File: src/design/wsfd_pkg.sv
package wsfd_pkg;

    // Sizes and reset values
    localparam int INDEX_BITS_DEF = 21;
    localparam int MP_BITS        = 21;
    localparam logic [MP_BITS-1:0] MAX_PAYLOAD_RESET = 21'd524288;
    localparam int FIFO_DEPTH     = 4;

    // Result event codes
    typedef enum logic [2:0] {
        EV_DATA    = 3'd0,
        EV_PING    = 3'd1,
        EV_ABANDON = 3'd2,
        EV_CLOSE   = 3'd3,
        EV_ERROR   = 3'd4
    } ev_t;

    // Header parse phases
    typedef enum logic [2:0] {
        PH_HDR0,
        PH_HDR1,
        PH_EXT,
        PH_MASK,
        PH_PAY,
        PH_ERR
    } phase_t;

    // Frame opcodes
    localparam logic [3:0] OP_CONT  = 4'h0;
    localparam logic [3:0] OP_TEXT  = 4'h1;
    localparam logic [3:0] OP_BIN   = 4'h2;
    localparam logic [3:0] OP_CLOSE = 4'h8;
    localparam logic [3:0] OP_PING  = 4'h9;

    // Length escapes and header byte counts
    localparam logic [6:0] LEN_EXT16  = 7'd126;
    localparam logic [6:0] LEN_EXT64  = 7'd127;
    localparam logic [3:0] HCNT_EXT16 = 4'd2;
    localparam logic [3:0] HCNT_EXT64 = 4'd8;
    localparam logic [3:0] HCNT_MASK  = 4'd4;

    // One result beat
    typedef struct packed {
        ev_t        ev;
        logic [7:0] data;
        logic       has_data;
        logic       binary;
        logic       last;
    } res_t;

endpackage

File: src/design/wsfd_parser.sv
module wsfd_parser
    import wsfd_pkg::*;
#(
    parameter int INDEX_BITS = INDEX_BITS_DEF
)
(
    input  logic               clk,
    input  logic               rst_n,
    input  logic               byte_valid,
    input  logic [7:0]         rx_byte,
    input  logic [MP_BITS-1:0] max_payload,
    output logic [1:0]         res_n,
    output res_t               res_a,
    output res_t               res_b
);

    localparam int CW = (INDEX_BITS > MP_BITS) ? INDEX_BITS : MP_BITS;

    phase_t                  phase_reg, phase_next;
    logic [3:0]              hcnt_reg, hcnt_next;
    logic [3:0]              opcode_reg, opcode_next;
    logic                    fin_reg, fin_next;
    logic                    masked_reg, masked_next;
    logic [INDEX_BITS-1:0]   len_reg, len_next;
    logic                    ovf_reg, ovf_next;
    logic [INDEX_BITS-1:0]   idx_reg, idx_next;
    logic [31:0]             mask_reg, mask_next;
    logic                    msg_bin_reg, msg_bin_next;
    logic                    msg_frag_reg, msg_frag_next;

    logic [6:0]              len7;
    logic                    is_ext;
    logic [INDEX_BITS+7:0]   len_wide;
    logic [INDEX_BITS-1:0]   len_shift;
    logic                    ovf_shift;
    logic [INDEX_BITS-1:0]   len_chk;
    logic                    ovf_chk;
    logic                    oversize;
    logic                    len_zero;
    logic                    hdr_done;
    phase_t                  hdr_phase;
    logic [INDEX_BITS-1:0]   idx_inc;
    logic                    pay_end;
    logic [7:0]              mask_byte;
    logic [7:0]              plain;
    res_t                    c1, c2;
    logic                    v1, v2;

    // Length field decode
    assign len7      = rx_byte[6:0];
    assign is_ext    = (len7 == LEN_EXT16) || (len7 == LEN_EXT64);
    assign len_wide  = {len_reg, rx_byte};
    assign len_shift = len_wide[INDEX_BITS-1:0];
    assign ovf_shift = ovf_reg | (|len_wide[INDEX_BITS+7:INDEX_BITS]);

    // Pick the final frame length at the byte that completes the header
    always_comb
    begin
        unique case (phase_reg)
            PH_HDR1:
            begin
                len_chk = INDEX_BITS'(len7);
                ovf_chk = 1'b0;
            end
            PH_EXT:
            begin
                len_chk = len_shift;
                ovf_chk = ovf_shift;
            end
            default:
            begin
                len_chk = len_reg;
                ovf_chk = ovf_reg;
            end
        endcase
    end

    assign oversize = ovf_chk || (CW'(len_chk) > CW'(max_payload));
    assign len_zero = (len_chk == '0);
    assign hdr_done = byte_valid &&
                      (((phase_reg == PH_HDR1) && !is_ext && !rx_byte[7]) ||
                       ((phase_reg == PH_EXT) && (hcnt_reg == 4'd1) && !masked_reg) ||
                       ((phase_reg == PH_MASK) && (hcnt_reg == 4'd1)));
    assign hdr_phase = oversize ? PH_ERR : (len_zero ? PH_HDR0 : PH_PAY);

    // Payload position and unmask
    assign idx_inc = idx_reg + INDEX_BITS'(1);
    assign pay_end = (idx_inc == len_reg);

    always_comb
    begin
        unique case (idx_reg[1:0])
            2'd0:    mask_byte = mask_reg[31:24];
            2'd1:    mask_byte = mask_reg[23:16];
            2'd2:    mask_byte = mask_reg[15:8];
            default: mask_byte = mask_reg[7:0];
        endcase
    end

    assign plain = rx_byte ^ mask_byte;

    // Next parse phase
    always_comb
    begin
        phase_next = phase_reg;
        if (byte_valid)
        begin
            unique case (phase_reg)
                PH_HDR0: phase_next = PH_HDR1;
                PH_HDR1:
                begin
                    if (is_ext)
                        phase_next = PH_EXT;
                    else if (rx_byte[7])
                        phase_next = PH_MASK;
                    else
                        phase_next = hdr_phase;
                end
                PH_EXT:
                begin
                    if (hcnt_reg == 4'd1)
                        phase_next = masked_reg ? PH_MASK : hdr_phase;
                end
                PH_MASK:
                begin
                    if (hcnt_reg == 4'd1)
                        phase_next = hdr_phase;
                end
                PH_PAY:  phase_next = pay_end ? PH_HDR0 : PH_PAY;
                PH_ERR:  phase_next = PH_ERR;
                default: phase_next = PH_HDR0;
            endcase
        end
    end

    // Header fields, payload position and results
    always_comb
    begin
        hcnt_next     = hcnt_reg;
        opcode_next   = opcode_reg;
        fin_next      = fin_reg;
        masked_next   = masked_reg;
        len_next      = len_reg;
        ovf_next      = ovf_reg;
        idx_next      = idx_reg;
        mask_next     = mask_reg;
        msg_bin_next  = msg_bin_reg;
        msg_frag_next = msg_frag_reg;
        c1 = '{ev: EV_DATA, data: 8'd0, has_data: 1'b0, binary: 1'b0, last: 1'b0};
        c2 = '{ev: EV_DATA, data: 8'd0, has_data: 1'b0, binary: 1'b0, last: 1'b0};
        v1 = 1'b0;
        v2 = 1'b0;

        if (byte_valid)
        begin
            unique case (phase_reg)
                PH_HDR0:
                begin
                    fin_next    = rx_byte[7];
                    opcode_next = rx_byte[3:0];
                    len_next    = '0;
                    ovf_next    = 1'b0;
                    mask_next   = '0;
                end
                PH_HDR1:
                begin
                    masked_next = rx_byte[7];
                    if (len7 == LEN_EXT16)
                        hcnt_next = HCNT_EXT16;
                    else if (len7 == LEN_EXT64)
                        hcnt_next = HCNT_EXT64;
                    else
                    begin
                        len_next = INDEX_BITS'(len7);
                        if (rx_byte[7])
                            hcnt_next = HCNT_MASK;
                    end
                end
                PH_EXT:
                begin
                    len_next = len_shift;
                    ovf_next = ovf_shift;
                    if ((hcnt_reg == 4'd1) && masked_reg)
                        hcnt_next = HCNT_MASK;
                    else
                        hcnt_next = hcnt_reg - 4'd1;
                end
                PH_MASK:
                begin
                    mask_next = {mask_reg[23:0], rx_byte};
                    hcnt_next = hcnt_reg - 4'd1;
                end
                PH_PAY:
                begin
                    idx_next = idx_inc;
                    if ((opcode_reg == OP_CONT) || (opcode_reg == OP_TEXT) ||
                        (opcode_reg == OP_BIN))
                    begin
                        v1 = 1'b1;
                        c1 = '{ev: EV_DATA, data: plain, has_data: 1'b1,
                               binary: msg_bin_reg, last: pay_end && fin_reg};
                    end
                    else if (opcode_reg == OP_PING)
                    begin
                        v1 = 1'b1;
                        c1 = '{ev: EV_PING, data: plain, has_data: 1'b1,
                               binary: 1'b0, last: pay_end};
                    end
                end
                default: ;
            endcase

            // Header complete: size check and frame-start events
            if (hdr_done)
            begin
                if (oversize)
                begin
                    v1 = 1'b1;
                    c1 = '{ev: EV_ERROR, data: 8'd0, has_data: 1'b0,
                           binary: 1'b0, last: 1'b0};
                end
                else
                begin
                    idx_next = '0;
                    unique case (opcode_reg)
                        OP_TEXT, OP_BIN:
                        begin
                            if (msg_frag_reg)
                            begin
                                v1 = 1'b1;
                                c1 = '{ev: EV_ABANDON, data: 8'd0, has_data: 1'b0,
                                       binary: msg_bin_reg, last: 1'b0};
                            end
                            msg_bin_next  = (opcode_reg == OP_BIN);
                            msg_frag_next = !fin_reg;
                            if (len_zero && fin_reg)
                            begin
                                v2 = 1'b1;
                                c2 = '{ev: EV_DATA, data: 8'd0, has_data: 1'b0,
                                       binary: (opcode_reg == OP_BIN), last: 1'b1};
                            end
                        end
                        OP_CONT:
                        begin
                            if (fin_reg)
                            begin
                                msg_frag_next = 1'b0;
                                if (len_zero)
                                begin
                                    v2 = 1'b1;
                                    c2 = '{ev: EV_DATA, data: 8'd0, has_data: 1'b0,
                                           binary: msg_bin_reg, last: 1'b1};
                                end
                            end
                        end
                        OP_CLOSE:
                        begin
                            v2 = 1'b1;
                            c2 = '{ev: EV_CLOSE, data: 8'd0, has_data: 1'b0,
                                   binary: 1'b0, last: 1'b0};
                        end
                        OP_PING:
                        begin
                            if (len_zero)
                            begin
                                v2 = 1'b1;
                                c2 = '{ev: EV_PING, data: 8'd0, has_data: 1'b0,
                                       binary: 1'b0, last: 1'b1};
                            end
                        end
                        default: ;
                    endcase
                end
            end
        end

        res_a = v1 ? c1 : c2;
        res_b = c2;
        res_n = {1'b0, v1} + {1'b0, v2};
    end

    // State registers
    always_ff @(posedge clk or negedge rst_n)
    begin
        if (!rst_n)
        begin
            phase_reg    <= PH_HDR0;
            hcnt_reg     <= '0;
            opcode_reg   <= '0;
            fin_reg      <= 1'b0;
            masked_reg   <= 1'b0;
            len_reg      <= '0;
            ovf_reg      <= 1'b0;
            idx_reg      <= '0;
            mask_reg     <= '0;
            msg_bin_reg  <= 1'b0;
            msg_frag_reg <= 1'b0;
        end
        else
        begin
            phase_reg    <= phase_next;
            hcnt_reg     <= hcnt_next;
            opcode_reg   <= opcode_next;
            fin_reg      <= fin_next;
            masked_reg   <= masked_next;
            len_reg      <= len_next;
            ovf_reg      <= ovf_next;
            idx_reg      <= idx_next;
            mask_reg     <= mask_next;
            msg_bin_reg  <= msg_bin_next;
            msg_frag_reg <= msg_frag_next;
        end
    end

endmodule

File: src/design/wsfd_fifo.sv
module wsfd_fifo
    import wsfd_pkg::*;
(
    input  logic       clk,
    input  logic       rst_n,
    input  logic [1:0] push_n,
    input  res_t       push_a,
    input  res_t       push_b,
    input  logic       pop,
    output logic       has_room,
    output logic       not_empty,
    output res_t       head
);

    localparam int PW = $clog2(FIFO_DEPTH);

    res_t          mem_reg [FIFO_DEPTH];
    logic [PW-1:0] wr_ptr_reg, wr_ptr_next;
    logic [PW-1:0] rd_ptr_reg, rd_ptr_next;
    logic [PW:0]   count_reg, count_next;
    logic [PW-1:0] wr_ptr_b;

    // Room for the two beats a single byte may produce
    assign has_room  = (count_reg <= (PW+1)'(FIFO_DEPTH - 2));
    assign not_empty = (count_reg != '0);
    assign head      = mem_reg[rd_ptr_reg];
    assign wr_ptr_b  = wr_ptr_reg + PW'(1);

    // Advance pointers and occupancy
    always_comb
    begin
        wr_ptr_next = wr_ptr_reg + PW'(push_n);
        rd_ptr_next = rd_ptr_reg + PW'(pop);
        count_next  = count_reg + (PW+1)'(push_n) - (PW+1)'(pop);
    end

    always_ff @(posedge clk or negedge rst_n)
    begin
        if (!rst_n)
        begin
            wr_ptr_reg <= '0;
            rd_ptr_reg <= '0;
            count_reg  <= '0;
        end
        else
        begin
            wr_ptr_reg <= wr_ptr_next;
            rd_ptr_reg <= rd_ptr_next;
            count_reg  <= count_next;
        end
    end

    // Store up to two beats
    always_ff @(posedge clk)
    begin
        if (push_n != 2'd0)
            mem_reg[wr_ptr_reg] <= push_a;
        if (push_n == 2'd2)
            mem_reg[wr_ptr_b] <= push_b;
    end

endmodule

File: src/design/websocket_frame_deframer_top.sv
// WebSocket receive deframer: takes one link byte per beat on rx_byte, parses the frame
// header (FIN, opcode, 7/16/64-bit length, optional mask key) and returns unmasked text,
// binary and ping payload bytes plus abandon, close and oversize events. Each byte is
// handled in the cycle it is accepted, so the input sustains one byte per clock while the
// output side takes a beat every cycle. Results pass through a 4-entry queue; in_ready
// drops when fewer than two entries are free, so a header byte that yields two events
// (abandoned message followed by an empty final frame) always finds room for both. A
// length above max_payload raises one oversize event, after which bytes are still taken
// but discarded until reset. The user must write max_payload (reset value 524288) through
// cfg_wr_en/cfg_wr_data only while the block is idle; the block does not enforce this.
module websocket_frame_deframer_top
    import wsfd_pkg::*;
#(
    parameter int INDEX_BITS = INDEX_BITS_DEF
)
(
    input  logic               clk,
    input  logic               rst_n,
    input  logic               cfg_wr_en,
    input  logic [MP_BITS-1:0] cfg_wr_data,
    input  logic               in_valid,
    output logic               in_ready,
    input  logic [7:0]         rx_byte,
    output logic               out_valid,
    input  logic               out_ready,
    output logic [2:0]         event_res,
    output logic [7:0]         data,
    output logic               has_data,
    output logic               binary,
    output logic               last
);

    logic [MP_BITS-1:0] max_payload_reg;
    logic               accept;
    logic [1:0]         res_n;
    res_t               res_a, res_b;
    res_t               head;

    // Hold the size limit
    always_ff @(posedge clk or negedge rst_n)
    begin
        if (!rst_n)
            max_payload_reg <= MAX_PAYLOAD_RESET;
        else if (cfg_wr_en)
            max_payload_reg <= cfg_wr_data;
    end

    assign accept = in_valid && in_ready;

    wsfd_parser #(
        .INDEX_BITS (INDEX_BITS)
    ) u_parser (
        .clk         (clk),
        .rst_n       (rst_n),
        .byte_valid  (accept),
        .rx_byte     (rx_byte),
        .max_payload (max_payload_reg),
        .res_n       (res_n),
        .res_a       (res_a),
        .res_b       (res_b)
    );

    wsfd_fifo u_fifo (
        .clk       (clk),
        .rst_n     (rst_n),
        .push_n    (res_n),
        .push_a    (res_a),
        .push_b    (res_b),
        .pop       (out_valid && out_ready),
        .has_room  (in_ready),
        .not_empty (out_valid),
        .head      (head)
    );

    // Drive the result beat
    assign event_res = head.ev;
    assign data      = head.data;
    assign has_data  = head.has_data;
    assign binary    = head.binary;
    assign last      = head.last;

endmodule

File: config.mk
export PLATFORM = sky130hd
export DESIGN_NAME = websocket_frame_deframer_top
export DESIGN_NICKNAME = d
export VERILOG_FILES = /design/src/design/wsfd_pkg.sv /design/src/design/wsfd_parser.sv /design/src/design/wsfd_fifo.sv /design/src/design/websocket_frame_deframer_top.sv
export SDC_FILE = /design/constraint.sdc
export NUM_CORES = 1
export LEC_CHECK = 0
export BUFFER_PORTS_ARGS = -buffer_cell sky130_fd_sc_hd__clkbuf_2
export CAP_MARGIN = 0
export CORE_MARGIN = 3
export CORE_UTILIZATION = 67
export DETAILED_ROUTE_END_ITERATION = 7
export GPL_TIMING_DRIVEN = 1
export PLACE_DENSITY = 0.86
export SYNTH_ARGS = -nofsm -noshare
export SYNTH_HDL_FRONTEND = slang
export SYNTH_SLANG_ARGS = --single-unit
File: constraint.sdc
create_clock -name clk -period 14.6 [get_ports clk]
set_clock_uncertainty 0.1 [all_clocks]
set_input_delay 0.73 -clock clk [delete_from_list [all_inputs] [get_ports clk]]
set_output_delay 0.73 -clock clk [all_outputs]
set_load 0.1 [all_outputs]
* After elaboration in Yosys (flattened, before gate mapping)
Memory sizes are Yosys's and may differ from the RTL's.
Index checks and enable logic that the tools add are counted.
** Word-level totals
- Output and inout bits :: 16
- Word-level logic and storage cells :: 157
- Bits in registers :: 118
- Memories :: 1
- Bits in writable memories :: 56
** Cells by class
- Bitwise gates (word level) :: 3
- Order comparisons :: 2
- Reductions and logical operators :: 43
- Multiplexer cells :: 63
- $add $sub $neg :: 8
- Eq/ne operators :: 22
** Memory list
- u_fifo.mem_reg :: depth 4, width 14, read ports 1, clocked after Yosys merged registers in 0, wr ports 2, line wsfd_fifo.sv:17 : res_t mem_reg [FIFO_DEPTH];
** Operators with widths (count)
- $mux 14 :: 12
- $mux 21 :: 5
- $pmux 32 s2 :: 1
- $pmux 21 s3 :: 1
- $pmux 14 s4 :: 1
- $pmux 21 s2 :: 1
- $mux 12 :: 2
- $mux 3 :: 8
- $pmux 8 s3 :: 1
- $add 21x1->21 const B :: 1
- $eq 21x21->1 :: 1
- $gt 21x21->1 :: 1
- $logic_not 21->1 :: 1
- $mux 1 :: 19
- $pmux 3 s6 :: 1
- $mux 4 :: 4
- $eq 7x7->1 const B :: 2
- $pmux 4 s3 :: 1
- $logic_and 1x1->1 :: 11
- $reduce_bool 3->1 :: 3
- $eq 4x1->1 const B :: 2
- $eq 4x4->1 const B :: 2
- $reduce_and 2->1 :: 4
- $reduce_and 4->1 :: 2
- 33 further kinds :: 54

* Logic depth before layout (Yosys ltp)
- Depth after elaboration :: 14
- Depth in mapped cells :: 23
- Depth with buffers taken out :: 21

* Modules after synthesis
Synthesis repeated with hierarchy kept, for this count alone.
** Unflattened totals
- Cell total of the unflattened synthesis :: 1067
- Area total of the unflattened synthesis :: 10583.9 um2
** By module, submodules not included
- wsfd_parser :: area each 6557.5 um2, cells each 847, times used 1, sequential area each 2252.2 um2
- wsfd_fifo :: area each 3153.0 um2, cells each 174, times used 1, sequential area each 1856.8 um2
- websocket_frame_deframer_top :: area each 873.3 um2, cells each 46, times used 1, sequential area each 526.8 um2

* Worst setup path before layout
Ideal clock, no wire load.
- Path kind :: register to register
- Start point :: register u_parser.phase_reg[0]
- End point :: memory u_fifo.mem_reg[1][0] (netlist name), enable pin
- Library setup time :: 0.305 ns
- Path buffers :: 3
- Cell stages (with the launch flop) :: 19
- Path slack :: 9.662 ns
- Period minus slack after synthesis :: 4.938 ns
- Arrival :: 4.533 ns
- Path through :: dfrtp_1 buf_2 nand2b_1 a21oi_1 clkbuf_1 o21ai_0 ha_1 nand4_1 or4_1 nor3_1 nand2_1 a21oi_4 o2111ai_2 and2_1 ha_1 nor3b_1 nor2_1 clkbuf_1 inv_1
** RTL lines
- from (decl) :: line wsfd_parser.sv:19 : phase_t phase_reg, phase_next;
- from (signal assigned) :: line wsfd_parser.sv:301 : phase_reg <= phase_next;
- to (decl) :: line wsfd_fifo.sv:17

==> qor.yml <==
async_flop_share_pct: 67.8
required_ns: 14.62
largest_reg_flops: 56
drc: 0
place_inst: 1212
hold_viol_final: 0
fin_util_pct: 75.2
power_density_mw_per_mm2: 152
antennaDiodeCount: 0
cap_viol_max_count: 0
stdcell_count: 1244
synth_flop_cell: "dfrtp_1"
ant_nets: 0
syn_to_final_growth_pct: 8.37
nFillCells: 959
cts_buffers: 17
min_period_ns: 6.73
grt_pass1_vias: 7737
clk_latency_ns: 0.43
grt_pass1_wl_mm: 39.6
synth_fp_nets: 1119
synth_cells: 1050
p_int_mw: 0.963
finalSetupTns_ns: 0
die_w_um: 127
track_usage_pct: 30.5
nets: 1120
drt_pass1_iterations: 5
place.gp.congestion: 0.998
cts-hold-fix-buffers: 0
crit_family: "simple AND/OR/NAND/NOR gates"
clkSinkCount: 174
avgSynthCellArea_um2: 9.28
first_iter_violations: 1074
ctsResizeCount: 0
start_kind: "flop"
design.core.area_mm2: 0.0140
htree_levels: 4
clock_power_share_pct: 28.9
cp_num_buf_inv: 1
drive_gt1_share_pct: 11.2
dp_slack_ns: 8.08
grt_max_degree: 68
total_power_mw: 1.60
worstSetupPathType: "flop to flop"
crit_arrival_ns: 6.75
cts_tree: "done"
swShare_pct: 39.8
rows: 43
p_leak_nw: 4.47
io_buffers: 49
slowest_delay_ns: 1.07
p_switching_mw: 0.638
synth_seq_cells: 174
dr_total_vias: 8256
status: "complete, no violations"
wl_per_cell_um: 19.5
placed_area_mm2: 0.00996
initial_core_util_pct: 69.4
clk_pin_slew_ns: 0.07
synth_edf_count: 16
setup_violations: 0
chipHeight_um: 127
slowest_stage: "nor3b_2"
worstHoldPathType: "input port to asynchronous set/reset pin"
cts_max_path_buffers: 2
rsz0062_at_grt: "false"
finalInstanceArea_mm2: 0.0106
tightest_slew_ns: 1.21
holdWs_ns: 0.215
setup_slack_ns: 7.87
synth_cell_type_count: 80
peakVddDrop_v: 0.0000891
timing.fmax_mhz: 149
ys_warn_count: 0
wl_mm: 24.2
syn-cell-area_mm2: 0.00974
fin_crit_sh_pct: 46.1
power_frac_comb_pct: 31.6
pin_count: 50
die-area_mm2: 0.0160
seq_power_share_pct: 39.5
end_kind: "flop"
relSlewSlack_pct: 18.7
post_cts_buffers: 0
dp_hpwl_mm: 16.7
cts_root_buffer: "clkbuf_16"
crit_fanout: 25
via_per_inst: 6.64
slew_viol_final: 0
path_cells: "nor3b_2 > nand2_1 > nand3_1 > ha_1 > nand4_1 > or4_1 > nor3_1 > nand2_1 > a21oi_4 > o2111ai_2 > and2_1 > ha_1 > nor3b_1 > nor2_1 > inv_1"
grt_overflow: 0
antenna_found_initial: 0
synth_seq_area_share_pct: 43.5
layout by cell type, fill, tap and decap left out, types with 22 or more instances in the layout:
cell and count:
nand3_1 22, dfxtp_1 40, nor2_1 45, inv_1 58, ha_1 34, dfrtp_1 117
o21ai_0 94, a22o_1 49, nand2_1 154, a21oi_1 36, clkbuf_2 48, xnor2_1 26
cells in the mapped netlist, types with 26 or more instances:
| cell type | count | area [um2] |
|---|---|---|
| a21oi_1 | 36 | 180 |
| clkbuf_1 | 52 | 195 |
| o21ai_0 | 94 | 470 |
| inv_1 | 58 | 218 |
| xnor2_1 | 26 | 228 |
| a22o_1 | 49 | 429 |
| nand2_1 | 154 | 578 |
| nor2_1 | 45 | 169 |
| ha_1 | 34 | 425 |
| dfxtp_1 | 40 | 801 |
| dfrtp_1 | 117 | 2930 |
area by class of cell:
type / count / area (um2) / area share [%]
well taps: 180 / 225 / 2.13
clock inverters: 13 / 146 / 1.39
repair buffers: 54 / 285 / 2.70
clock buffers: 19 / 453 / 4.29
flip-flops and latches: 174 / 4240 / 40.1
inverters: 59 / 221 / 2.10
multi-input cells: 745 / 4990 / 47.3
worst reg2reg max path: stages, from the launching register on:
cell and delay (ns):
dfrtp_1 0.74, nor3b_2 1.08, nand2_1 0.17, nand3_1 0.16, ha_1 0.18, nand4_1 0.20
or4_1 0.59, nor3_1 0.41, nand2_1 0.21, a21oi_4 0.49, o2111ai_2 0.33, and2_1 0.23
ha_1 0.27, nor3b_1 0.62, nor2_1 0.40, inv_1 0.26
cell families (layout without fill, tap and decap cells):
logic type | Yosys count | after routing | share of synthesized area [%]
AO/OA/AOI/OAI | 289 | 289 | 20.6
buffers and inverters | 131 | 145 | 5.43
multiplexers | 30 | 30 | 4.96
adder cells (fa/ha/maj) | 35 | 35 | 4.57
XOR/XNOR | 39 | 39 | 3.51
flip-flops | 174 | 174 | 43.5
AND/OR/NAND/NOR | 352 | 352 | 17.5
per-layer routing:
metal  vias to the layer above  share of wire, %  GRT usage [%]  wire [um]
met5                         -                 0              0          0
met4                         0               2.2           9.78        539
met3                        65               7.8           6.53       1880
met2                       410                46           46.4      11200
met1                      3945                44           44.2      10600
li1                       3836                 -              -          -
power by group through the flow:
stage          Sequential [mW]  Clock (mW)  Combinational (mW)
3_3_place_gp             0.634           0               0.488
5_1_grt                  0.642       0.487               0.535
2_1_floorplan            0.591           0               0.438
4_1_cts                  0.630       0.466               0.505
3_5_place_dp             0.637           0               0.500
6_report                 0.632       0.463               0.506
path summary, 6_finish.rpt:
check | startpoint | cells past startpoint | slack (ns) | to
setup / recovery | u_parser.phase_reg[1] | 15 | 7.87 | u_fifo.mem_reg[1][1]
hold / removal | rst_n | 1 | 0.22 | u_fifo.count_reg[2]
setup reg to reg | u_parser.phase_reg[1] | 15 | 7.87 | u_fifo.mem_reg[1][1]
hold reg to reg | u_fifo.mem_reg[3][2] | 2 | 0.34 | u_fifo.mem_reg[3][2]
max in group asynchronous | rst_n | 2 | 12.84 | u_parser.idx_reg[18]
min in group clk | u_fifo.mem_reg[3][2] | 2 | 0.34 | u_fifo.mem_reg[3][2]
(Power assumes the default switching activity.)
